## config.mk

```make
export PLATFORM = sky130hd
export DESIGN_NAME = lap_time_seven_segment_driver
export DESIGN_NICKNAME = d
export VERILOG_FILES = /design/src/ltssd_pkg.sv /design/src/ltssd_split.sv /design/src/ltssd_display.sv /design/src/lap_time_seven_segment_driver.sv
export SDC_FILE = /design/constraint.sdc
export NUM_CORES = 2
export LEC_CHECK = 0
export BUFFER_PORTS_ARGS = -buffer_cell sky130_fd_sc_hd__buf_2
export CORE_UTILIZATION = 25
export CTS_CLUSTER_DIAMETER = 120
export DETAILED_ROUTE_END_ITERATION = 10
export PLACE_DENSITY = 0.45
export SETUP_SLACK_MARGIN = 0.4
export SLEW_MARGIN = 30
export SYNTH_ARGS = -nofsm -noshare
export SYNTH_HDL_FRONTEND = slang
export SYNTH_SLANG_ARGS = --single-unit
```

## constraint.sdc

```tcl
create_clock -name clk -period 9.47 [get_ports clk]
set_input_delay 0.4735 -clock clk [delete_from_list [all_inputs] [get_ports clk]]
set_output_delay 0.4735 -clock clk [all_outputs]
set_load 0.05 [all_outputs]
```

## src/ltssd_pkg.sv

```systemverilog
// ----------------------------------------------------------------------------
// ltssd_pkg
// shared types, codes and segment tables of the lap time display driver
// ----------------------------------------------------------------------------
package ltssd_pkg;

	typedef enum logic [2:0] {
		CMD_TICK_DIGITS  = 3'd0,
		CMD_TICK_LETTERS = 3'd1,
		CMD_LOAD_TIME    = 3'd2,
		CMD_LOAD_COUNT   = 3'd3,
		CMD_DASHES       = 3'd4,
		CMD_ZEROS        = 3'd5,
		CMD_LOAD_WORD    = 3'd6
	} cmd_t;

	// digit store codes: 0..9 digits, dash, everything else blank
	localparam logic [3:0] DASH_CODE  = 4'd10;
	localparam logic [3:0] BLANK_CODE = 4'd15;
	localparam logic [3:0] NINE_CODE  = 4'd9;

	// letter store codes: 0..25 are a..z
	localparam logic [4:0] LET_D = 5'd3;
	localparam logic [4:0] LET_E = 5'd4;
	localparam logic [4:0] LET_I = 5'd8;
	localparam logic [4:0] LET_M = 5'd12;
	localparam logic [4:0] LET_T = 5'd19;

	// last pipeline stage of the load arithmetic
	typedef struct packed {
		cmd_t        cmd;
		logic        min_zero;
		logic [3:0]  min_code;
		logic        count_big;
		logic        word_edit;
		logic        word_time;
		logic [2:0]  q10k;
		logic [5:0]  q1k;
		logic [9:0]  q100;
		logic [12:0] q10;
		logic [15:0] rest;
		logic [3:0]  c1k;
		logic [6:0]  c100;
		logic [9:0]  c10;
		logic [13:0] cnt;
	} item_t;

	// whole - 10 * tens, low four bits
	function automatic logic [3:0] low_digit(input logic [15:0] whole,
			input logic [15:0] tens);
		logic [15:0] diff;
		diff = whole - ((tens << 3) + (tens << 1));
		return diff[3:0];
	endfunction

	// bit 0 = a .. bit 6 = g, 1 lights the segment
	function automatic logic [6:0] digit_shape(input logic [3:0] code);
		logic [6:0] shape;
		unique case (code)
			4'd0:      shape = 7'h3F;
			4'd1:      shape = 7'h06;
			4'd2:      shape = 7'h5B;
			4'd3:      shape = 7'h4F;
			4'd4:      shape = 7'h66;
			4'd5:      shape = 7'h6D;
			4'd6:      shape = 7'h7D;
			4'd7:      shape = 7'h07;
			4'd8:      shape = 7'h7F;
			4'd9:      shape = 7'h6F;
			DASH_CODE: shape = 7'h40;
			default:   shape = 7'h00;
		endcase
		return shape;
	endfunction

	function automatic logic [6:0] letter_shape(input logic [4:0] code);
		logic [6:0] shape;
		unique case (code)
			5'd0:    shape = 7'h77;
			5'd1:    shape = 7'h7C;
			5'd2:    shape = 7'h39;
			5'd3:    shape = 7'h5E;
			5'd4:    shape = 7'h79;
			5'd5:    shape = 7'h71;
			5'd6:    shape = 7'h3D;
			5'd7:    shape = 7'h76;
			5'd8:    shape = 7'h06;
			5'd9:    shape = 7'h1E;
			5'd10:   shape = 7'h75;
			5'd11:   shape = 7'h38;
			5'd12:   shape = 7'h37;
			5'd13:   shape = 7'h54;
			5'd14:   shape = 7'h3F;
			5'd15:   shape = 7'h73;
			5'd16:   shape = 7'h67;
			5'd17:   shape = 7'h50;
			5'd18:   shape = 7'h6D;
			5'd19:   shape = 7'h78;
			5'd20:   shape = 7'h3E;
			5'd21:   shape = 7'h1C;
			5'd22:   shape = 7'h1D;
			5'd23:   shape = 7'h76;
			5'd24:   shape = 7'h6E;
			5'd25:   shape = 7'h5B;
			default: shape = 7'h00;
		endcase
		return shape;
	endfunction

endpackage

```

## src/ltssd_split.sv

```systemverilog
// ----------------------------------------------------------------------------
// ltssd_split
// input register and constant-divisor pipeline that splits load values
// ----------------------------------------------------------------------------
module ltssd_split (
	input  logic                 clk,
	input  logic                 arst_n,
	input  logic                 item_valid,
	output logic                 item_ready,
	input  logic [2:0]           command,
	input  logic [31:0]          value,
	input  logic                 commit_ready,
	output logic                 item_valid_s4,
	output ltssd_pkg::item_t     item_s4
);

	// x / 60000 = (x >> 5) / 1875, reciprocal exact for 27-bit operands
	localparam logic [27:0] MIN_RECIP = 28'(((64'd1 << 38) + 64'd1874) / 64'd1875);
	localparam logic [15:0] MS_PER_MIN = 16'd60000;
	localparam logic [31:0] COUNT_MAX  = 32'd9999;
	// reciprocals exact for 16-bit operands
	localparam logic [16:0] R10    = 17'(((64'd1 << 20) + 64'd9) / 64'd10);
	localparam logic [16:0] R100   = 17'(((64'd1 << 23) + 64'd99) / 64'd100);
	localparam logic [16:0] R1000  = 17'(((64'd1 << 26) + 64'd999) / 64'd1000);
	localparam logic [16:0] R10000 = 17'(((64'd1 << 30) + 64'd9999) / 64'd10000);

	logic              v_s1, v_s2, v_s3;
	logic              rdy_s1, rdy_s2, rdy_s3, rdy_s4;
	ltssd_pkg::cmd_t   cmd_s1, cmd_s2, cmd_s3;
	logic [31:0]       value_s1, value_s2;
	logic [16:0]       minq_s2;
	logic [15:0]       rest_s3;
	logic [13:0]       cnt_s3;
	logic              min_zero_s3, count_big_s3, word_edit_s3, word_time_s3;
	logic [3:0]        min_code_s3;
	logic [54:0]       min_prod;
	logic [32:0]       min_back;
	logic [32:0]       p10, p100, p1000, p10000, pc10, pc100, pc1000;

	// bubble-collapsing ready chain
	assign rdy_s4     = !item_valid_s4 || commit_ready;
	assign rdy_s3     = !v_s3 || rdy_s4;
	assign rdy_s2     = !v_s2 || rdy_s3;
	assign rdy_s1     = !v_s1 || rdy_s2;
	assign item_ready = rdy_s1;

	assign min_prod = 55'(value_s1[31:5]) * 55'(MIN_RECIP);
	assign min_back = 33'(minq_s2) * 33'(MS_PER_MIN);
	assign p10      = 33'(rest_s3) * 33'(R10);
	assign p100     = 33'(rest_s3) * 33'(R100);
	assign p1000    = 33'(rest_s3) * 33'(R1000);
	assign p10000   = 33'(rest_s3) * 33'(R10000);
	assign pc10     = 33'(cnt_s3) * 33'(R10);
	assign pc100    = 33'(cnt_s3) * 33'(R100);
	assign pc1000   = 33'(cnt_s3) * 33'(R1000);

	always_ff @(posedge clk or negedge arst_n) begin
		if (!arst_n) begin
			v_s1          <= 1'b0;
			v_s2          <= 1'b0;
			v_s3          <= 1'b0;
			item_valid_s4 <= 1'b0;
		end else begin
			if (rdy_s1) v_s1 <= item_valid;
			if (rdy_s2) v_s2 <= v_s1;
			if (rdy_s3) v_s3 <= v_s2;
			if (rdy_s4) item_valid_s4 <= v_s3;
		end
	end

	always_ff @(posedge clk) begin
		if (rdy_s1 && item_valid) begin
			cmd_s1   <= ltssd_pkg::cmd_t'(command);
			value_s1 <= value;
		end
		if (rdy_s2 && v_s1) begin
			cmd_s2   <= cmd_s1;
			value_s2 <= value_s1;
			minq_s2  <= min_prod[38 +: 17];
		end
		if (rdy_s3 && v_s2) begin
			cmd_s3       <= cmd_s2;
			rest_s3      <= value_s2[15:0] - min_back[15:0];
			min_zero_s3  <= (minq_s2 == '0);
			min_code_s3  <= (minq_s2 <= 17'(ltssd_pkg::NINE_CODE)) ? minq_s2[3:0]
				: ltssd_pkg::BLANK_CODE;
			count_big_s3 <= (value_s2 > COUNT_MAX);
			word_edit_s3 <= (value_s2 == 32'd0);
			word_time_s3 <= (value_s2 == 32'd1);
			cnt_s3       <= value_s2[13:0];
		end
		if (rdy_s4 && v_s3) begin
			item_s4.cmd       <= cmd_s3;
			item_s4.min_zero  <= min_zero_s3;
			item_s4.min_code  <= min_code_s3;
			item_s4.count_big <= count_big_s3;
			item_s4.word_edit <= word_edit_s3;
			item_s4.word_time <= word_time_s3;
			item_s4.q10k      <= p10000[30 +: 3];
			item_s4.q1k       <= p1000[26 +: 6];
			item_s4.q100      <= p100[23 +: 10];
			item_s4.q10       <= p10[20 +: 13];
			item_s4.rest      <= rest_s3;
			item_s4.c1k       <= pc1000[26 +: 4];
			item_s4.c100      <= pc100[23 +: 7];
			item_s4.c10       <= pc10[20 +: 10];
			item_s4.cnt       <= cnt_s3;
		end
	end

endmodule

```

## src/ltssd_display.sv

```systemverilog
// ----------------------------------------------------------------------------
// ltssd_display
// digit and letter stores, scan position and registered pin outputs
// ----------------------------------------------------------------------------
module ltssd_display (
	input  logic                 clk,
	input  logic                 arst_n,
	input  logic                 item_valid,
	input  ltssd_pkg::item_t     item,
	output logic                 commit_ready,
	output logic                 result_valid,
	input  logic                 result_ready,
	output logic [6:0]           segment_pins,
	output logic                 dot_pin,
	output logic [3:0]           common_pins
);

	logic [3:0][3:0] digit_q, new_digits;
	logic [3:0]      dot_q, new_dots;
	logic [3:0][4:0] letter_q, new_letters;
	logic [1:0]      scan_q;
	logic            dig_we, dot_we, let_we;
	logic            is_tick, commit;
	logic [3:0]      sec_one, tenth, hund, thou;
	logic [3:0]      c_ones, c_tens, c_hund;
	logic [3:0]      tick_code;
	logic [6:0]      shape;
	logic            dot_lvl;
	logic [6:0]      seg_q;
	logic            dot_out_q;
	logic [3:0]      com_q;

	assign is_tick = (item.cmd == ltssd_pkg::CMD_TICK_DIGITS)
		|| (item.cmd == ltssd_pkg::CMD_TICK_LETTERS);
	assign commit_ready = !is_tick || !result_valid || result_ready;
	assign commit = item_valid && commit_ready;

	assign sec_one = ltssd_pkg::low_digit(16'(item.q1k), 16'(item.q10k));
	assign tenth   = ltssd_pkg::low_digit(16'(item.q100), 16'(item.q1k));
	assign hund    = ltssd_pkg::low_digit(16'(item.q10), 16'(item.q100));
	assign thou    = ltssd_pkg::low_digit(item.rest, 16'(item.q10));
	assign c_ones  = ltssd_pkg::low_digit(16'(item.cnt), 16'(item.c10));
	assign c_tens  = ltssd_pkg::low_digit(16'(item.c10), 16'(item.c100));
	assign c_hund  = ltssd_pkg::low_digit(16'(item.c100), 16'(item.c1k));

	// store updates for load commands
	always_comb begin
		dig_we      = 1'b0;
		dot_we      = 1'b0;
		let_we      = 1'b0;
		new_digits  = digit_q;
		new_dots    = dot_q;
		new_letters = letter_q;
		unique case (item.cmd)
			ltssd_pkg::CMD_LOAD_TIME: begin
				dig_we = 1'b1;
				dot_we = 1'b1;
				if (!item.min_zero) begin
					new_digits[0] = item.min_code;
					new_digits[1] = 4'(item.q10k);
					new_digits[2] = sec_one;
					new_digits[3] = tenth;
					new_dots      = 4'b0101;
				end else if (item.q1k != '0) begin
					new_digits[0] = 4'(item.q10k);
					new_digits[1] = sec_one;
					new_digits[2] = tenth;
					new_digits[3] = hund;
					new_dots      = 4'b0010;
				end else begin
					new_digits[0] = 4'd0;
					new_digits[1] = tenth;
					new_digits[2] = hund;
					new_digits[3] = thou;
					new_dots      = 4'b0001;
				end
			end
			ltssd_pkg::CMD_LOAD_COUNT: begin
				dig_we = 1'b1;
				if (item.count_big) begin
					new_digits = {4{ltssd_pkg::BLANK_CODE}};
				end else begin
					// leading blanks above the highest nonzero digit
					new_digits[3] = c_ones;
					new_digits[2] = (item.c10 != '0) ? c_tens : ltssd_pkg::BLANK_CODE;
					new_digits[1] = (item.c100 != '0) ? c_hund : ltssd_pkg::BLANK_CODE;
					new_digits[0] = (item.c1k != '0) ? item.c1k : ltssd_pkg::BLANK_CODE;
				end
			end
			ltssd_pkg::CMD_DASHES: begin
				dig_we     = 1'b1;
				new_digits = {4{ltssd_pkg::DASH_CODE}};
			end
			ltssd_pkg::CMD_ZEROS: begin
				dig_we     = 1'b1;
				new_digits = '0;
			end
			ltssd_pkg::CMD_LOAD_WORD: begin
				if (item.word_edit) begin
					let_we         = 1'b1;
					new_letters[0] = ltssd_pkg::LET_E;
					new_letters[1] = ltssd_pkg::LET_D;
					new_letters[2] = ltssd_pkg::LET_I;
					new_letters[3] = ltssd_pkg::LET_T;
				end else if (item.word_time) begin
					let_we         = 1'b1;
					new_letters[0] = ltssd_pkg::LET_T;
					new_letters[1] = ltssd_pkg::LET_I;
					new_letters[2] = ltssd_pkg::LET_M;
					new_letters[3] = ltssd_pkg::LET_E;
				end
			end
			default: ;
		endcase
	end

	// scanned position lookup
	assign tick_code = digit_q[scan_q];
	always_comb begin
		if (item.cmd == ltssd_pkg::CMD_TICK_LETTERS) begin
			shape   = ltssd_pkg::letter_shape(letter_q[scan_q]);
			dot_lvl = 1'b1;
		end else begin
			shape   = ltssd_pkg::digit_shape(tick_code);
			dot_lvl = (tick_code <= ltssd_pkg::NINE_CODE) ? !dot_q[scan_q] : 1'b1;
		end
	end

	always_ff @(posedge clk or negedge arst_n) begin
		if (!arst_n) begin
			digit_q      <= '0;
			dot_q        <= '0;
			letter_q[0]  <= ltssd_pkg::LET_E;
			letter_q[1]  <= ltssd_pkg::LET_D;
			letter_q[2]  <= ltssd_pkg::LET_I;
			letter_q[3]  <= ltssd_pkg::LET_T;
			scan_q       <= '0;
			result_valid <= 1'b0;
		end else begin
			if (commit && dig_we) digit_q <= new_digits;
			if (commit && dot_we) dot_q <= new_dots;
			if (commit && let_we) letter_q <= new_letters;
			if (commit && is_tick) begin
				scan_q       <= scan_q + 2'd1;
				result_valid <= 1'b1;
			end else if (result_ready) begin
				result_valid <= 1'b0;
			end
		end
	end

	always_ff @(posedge clk) begin
		if (commit && is_tick) begin
			seg_q     <= ~shape;
			dot_out_q <= dot_lvl;
			com_q     <= ~(4'b0001 << scan_q);
		end
	end

	assign segment_pins = seg_q;
	assign dot_pin      = dot_out_q;
	assign common_pins  = com_q;

endmodule

```

## src/lap_time_seven_segment_driver.sv

```systemverilog
// ----------------------------------------------------------------------------
// lap_time_seven_segment_driver
// four-digit multiplexed seven-segment driver with lap time and count loads
// ----------------------------------------------------------------------------
//
//   channel  handshake                   payload
//   -------  --------------------------  ------------------------------------
//   item     item_valid / item_ready     command[2:0], value[31:0]
//   result   result_valid / result_ready segment_pins[6:0], dot_pin,
//                                        common_pins[3:0]
//
// one word accepted per cycle while item_ready is high; a tick word passes an
// input register and three stages of constant-divisor multipliers ahead of
// the display stores (ticks ride the same stages to keep order with loads)
// load words give no result word and only update the stores
// arst_n clears the pipeline, the stores to zeros and "edit", and scan to 0
// a tick held at the last stage waits only while the result word is not
// taken; empty stages ahead of it keep filling

module lap_time_seven_segment_driver (
	input  logic        clk,
	input  logic        arst_n,
	// item channel
	input  logic        item_valid,
	output logic        item_ready,
	input  logic [2:0]  command,
	input  logic [31:0] value,
	// result channel
	output logic        result_valid,
	input  logic        result_ready,
	output logic [6:0]  segment_pins,
	output logic        dot_pin,
	output logic [3:0]  common_pins
);

	// last arithmetic stage handed to the display stores
	logic             item_valid_s4;
	ltssd_pkg::item_t item_s4;
	// display side can take the staged word
	logic             commit_ready;

	// splits milliseconds into minutes, seconds and fractions, and counts
	// into decimal digits, all by reciprocal multiplication
	ltssd_split u_split (
		.clk           (clk),
		.arst_n        (arst_n),
		.item_valid    (item_valid),
		.item_ready    (item_ready),
		.command       (command),
		.value         (value),
		.commit_ready  (commit_ready),
		.item_valid_s4 (item_valid_s4),
		.item_s4       (item_s4)
	);

	// stores, scan counter and registered active-low pins
	ltssd_display u_display (
		.clk          (clk),
		.arst_n       (arst_n),
		.item_valid   (item_valid_s4),
		.item         (item_s4),
		.commit_ready (commit_ready),
		.result_valid (result_valid),
		.result_ready (result_ready),
		.segment_pins (segment_pins),
		.dot_pin      (dot_pin),
		.common_pins  (common_pins)
	);

endmodule

```

==> results.sh <==
export IMPL_status="finished, final reports clean"
export IMPL_min_to="u_split.value_s1[14]"
export IMPL_clkTransAtPathRegs_ns=0.06
export IMPL_setup_viol=0
export IMPL_fillers=18800
export IMPL_netlist_area_sq_um=44900
export IMPL_avgViaCountPerCell=4.22
export IMPL_grtUsageTotal_pct=14.5
export IMPL_die_area_sq_um=181000
export IMPL_first_pass_iters=5
export IMPL_slew_violations=0
export IMPL_regArea_sq_um=6350
export IMPL_wirelength_mm=127
export IMPL_muxShareOfSynthArea_pct=0.434
export IMPL_globalplace_congestion=0.900
export IMPL_antenna_found_initial=7
export IMPL_ctsResizeCount=0
export IMPL_dieHeight_um=426
export IMPL_cts_max_level=2
export IMPL_rows=155
export IMPL_antenna_left=0
export IMPL_boundaryPins=53
export IMPL_fin_tns_setup_ns=0
export IMPL_fin_util_pct=27.9
export IMPL_cts_setup_buffers=0
export IMPL_grt_first_pass_wirelength_mm=196
export IMPL_synth_edf_count=188
export IMPL_vias=28200
export IMPL_synthSimpleGateAreaFrac_pct=4.02
export IMPL_hold_viol=0
export IMPL_period_share_pct=81.1
export IMPL_overflow=0
export IMPL_syn_nets=5994
export IMPL_worst_slew_pin_transition_ns=1.01
export IMPL_wl_met2_mm=61.1
export IMPL_seq_area_frac_synth_pct=14.1
export IMPL_reg2reg_setup_slack_ns=1.79
export IMPL_synth_top_family_by_area="adder cells"
export IMPL_fin_crit_ns=7.68
export IMPL_multi_input_area_sq_um=33900
export IMPL_synth_area_top_cells="fa_1, ha_1, edfxtp_1"
export IMPL_cp_end_kind="register"
export IMPL_port_buffers=52
export IMPL_cp_required_ns=9.82
export IMPL_syn2layout_area_growth_pct=10.6
export IMPL_start_util_pct=25.2
export IMPL_die_x_um=426
export IMPL_ctsHoldBuffers=7
export IMPL_core_area_sq_um=178000
export IMPL_cp_max_fo=9
export IMPL_synth_top_area_cell="fa_1"
export IMPL_drive_gt1_share_pct=4.43
export IMPL_detailed_place_hpwl_mm=111
export IMPL_ys_seq_elements=216
export IMPL_hold_depth=1
export IMPL_dr_wl_met3_mm=3.40
export IMPL_skew_ns=0.0327
export IMPL_drv_cap=0
export IMPL_hp_start="value[14]"
export IMPL_reg2reg_depth=24
export IMPL_grt_setup_unrepaired="no"
export IMPL_ys_flop_type="edfxtp_1"
export IMPL_drc_errors=0
export IMPL_top_layer_used="met4"
export IMPL_synth_xor_area_share_pct=2.63
export IMPL_ys_async_sr_fraction_pct=13.0
export IMPL_root_buffer="clkbuf_16"
export IMPL_worstSetupPathType="reg -> reg"
export IMPL_cp_start_kind="register"
export IMPL_synthAdderAreaFrac_pct=62.6
export IMPL_synthCells=4165
export IMPL_yosysWarnings=0
export IMPL_tritoncts="built"
export IMPL_cts_sinks=216
export IMPL_yosys_area_top_type_share_pct=34.0
export IMPL_hp_class="in -> reg"
export IMPL_reg2reg_to="u_split.minq_s2[16]"
export IMPL_max_freq_ghz=0.130
export IMPL_avgSynthCellArea_sq_um=10.8
export IMPL_drt_met1_wl_mm=59.1
export IMPL_slew_headroom_pct=32.2
export IMPL_worstPathArrival_ns=8.03
export IMPL_drtIter0Drc=1192
export IMPL_grt_pass1_vias=31300
export IMPL_ys_types=73
export IMPL_regToRegStartpoint="u_split.value_s1[23]"
export IMPL_clockBufferDepth=3
export IMPL_cts_buffers=36
export IMPL_grt_max_degree=53
export IMPL_nNetsFinal=6108
export IMPL_clock_latency_ns=0.61
export IMPL_synth_compound_area_share_pct=5.63
export IMPL_wl_per_cell_um=19.0
==> metal layers <==
layer | vias to the layer above | track usage [%]
met4 | 0 | 3.43
li1 | 13400 | -
met5 | - | 0
met2 | 341 | 24.8
met1 | 14300 | 19.8
met3 | 99 | 1.22
==> cell usage after synthesis, types with 4 or more instances <==
library cell,n
mux2_2,4
nor2b_1,22
nand3_1,25
nand2b_1,21
or2_2,14
a21o_1,57
o221ai_1,6
o21ai_0,69
and2_1,16
and4_1,5
a221o_1,4
a21oi_1,125
ha_1,1026
nand4_1,18
a21boi_1,4
nor3_1,21
edfxtp_1,188
inv_1,1249
a211oi_1,9
a211oi_2,5
nor4_1,13
o21a_1,14
o32a_1,6
o21bai_1,9
and3_1,14
a221oi_1,4
nor2_1,86
mux4_2,4
o211ai_1,4
nand2_1,93
dfrtp_1,27
mux2i_1,6
clkbuf_1,13
xor2_1,29
a31oi_1,9
fa_1,764
xnor2_1,106
a211o_1,4
o21ai_1,11
==> cell families after synthesis <==
kind of cell / after synthesis
DFF: 216
xor gates and xnor gates: 135
buffers and inverters: 1262
AOI/OAI and AO/OA: 386
and+or+nand+nor: 362
muxes: 14
adders and majority gates: 1790
==> area by class of cell <==
type                            count  area share, %
Sequential cell                   216           12.8
Tap cell                         2355           5.93
Clock buffer                       44           1.96
Multi-Input combinational cell   2687           68.1
Antenna cell                        3         0.0151
Inverter                         1249           9.43
Clock inverter                     22          0.637
Timing Repair Buffer               89           1.12
==> sequential cells by signal, summed over array words and instances, names as in the netlist, 4 cells and up <==
signal / flops
u_display.segment_pins: 7
u_split.minq_s2: 17
u_split.min_code_s3: 4
u_split.item_s4: 53
u_split.rest_s3: 11
u_display.digit_q: 16
u_split.value_s1: 32
u_display.common_pins: 4
u_split.value_s2: 32
u_split.cnt_s3: 14
==> metrics by stage <==
step                      instance area [sq um]  cells  hold WS, ns  worst slack (ns)
after floorplan                           44900   4165        0.178              2.72
after global placement                    48300   6589        0.402              1.86
after detailed placement                  48300   6589        0.405              1.86
after CTS                                 49700   6662      0.00861              1.81
after global routing                      49700   6664       0.0293              1.37
final                                     49700   6665       0.0546              1.79
==> critical path, stage by stage, from the launching register on <==
cell and delay, ns:
edfxtp_1 0.63, fa_1 0.75, inv_1 0.13, fa_1 0.51, inv_1 0.05, fa_1 0.48, inv_1 0.06, fa_1 0.50
fa_1 0.61, inv_1 0.08, fa_1 0.54, inv_1 0.06, fa_1 0.56, inv_1 0.05, ha_1 0.32, nand4_1 0.17
nor2_1 0.10, o2111ai_1 0.14, a211oi_2 0.10, a211oi_2 0.58, o31a_1 0.28, a21oi_2 0.09, and4_1 0.21, a2111oi_2 0.31
xnor2_1 0.10
==> worst max-delay path by stage <==
stage / start / end / slack (ns) / cells past startpoint
detailed placement: u_split.value_s1[14] / u_split.minq_s2[16] / 1.86 / 22
finish: u_split.value_s1[23] / u_split.minq_s2[16] / 1.79 / 24
floorplan: u_split.value_s1[23] / u_split.minq_s2[16] / 2.72 / 24
global route: u_split.value_s1[23] / u_split.minq_s2[16] / 1.37 / 24
CTS: u_split.value_s1[23] / u_split.minq_s2[16] / 1.81 / 24
global placement: u_split.value_s1[23] / u_split.minq_s2[16] / 1.86 / 24
==> cells in the final DEF, fill, tap and decap left out, drive strengths merged, types with 26 or more instances in the layout <==
cell	instances
edfxtp	188
dfrtp	27
nand2	93
xnor2	106
a21o	57
buf	82
nor2	86
fa	764
o21ai	80
ha	1026
a21oi	128
xor2	29
inv	1257
clkbuf	44
nand3	26
Power is left out: the tool's default activity adds up to more than one toggle a clock period on the data nets, which glitch-free logic cannot reach.
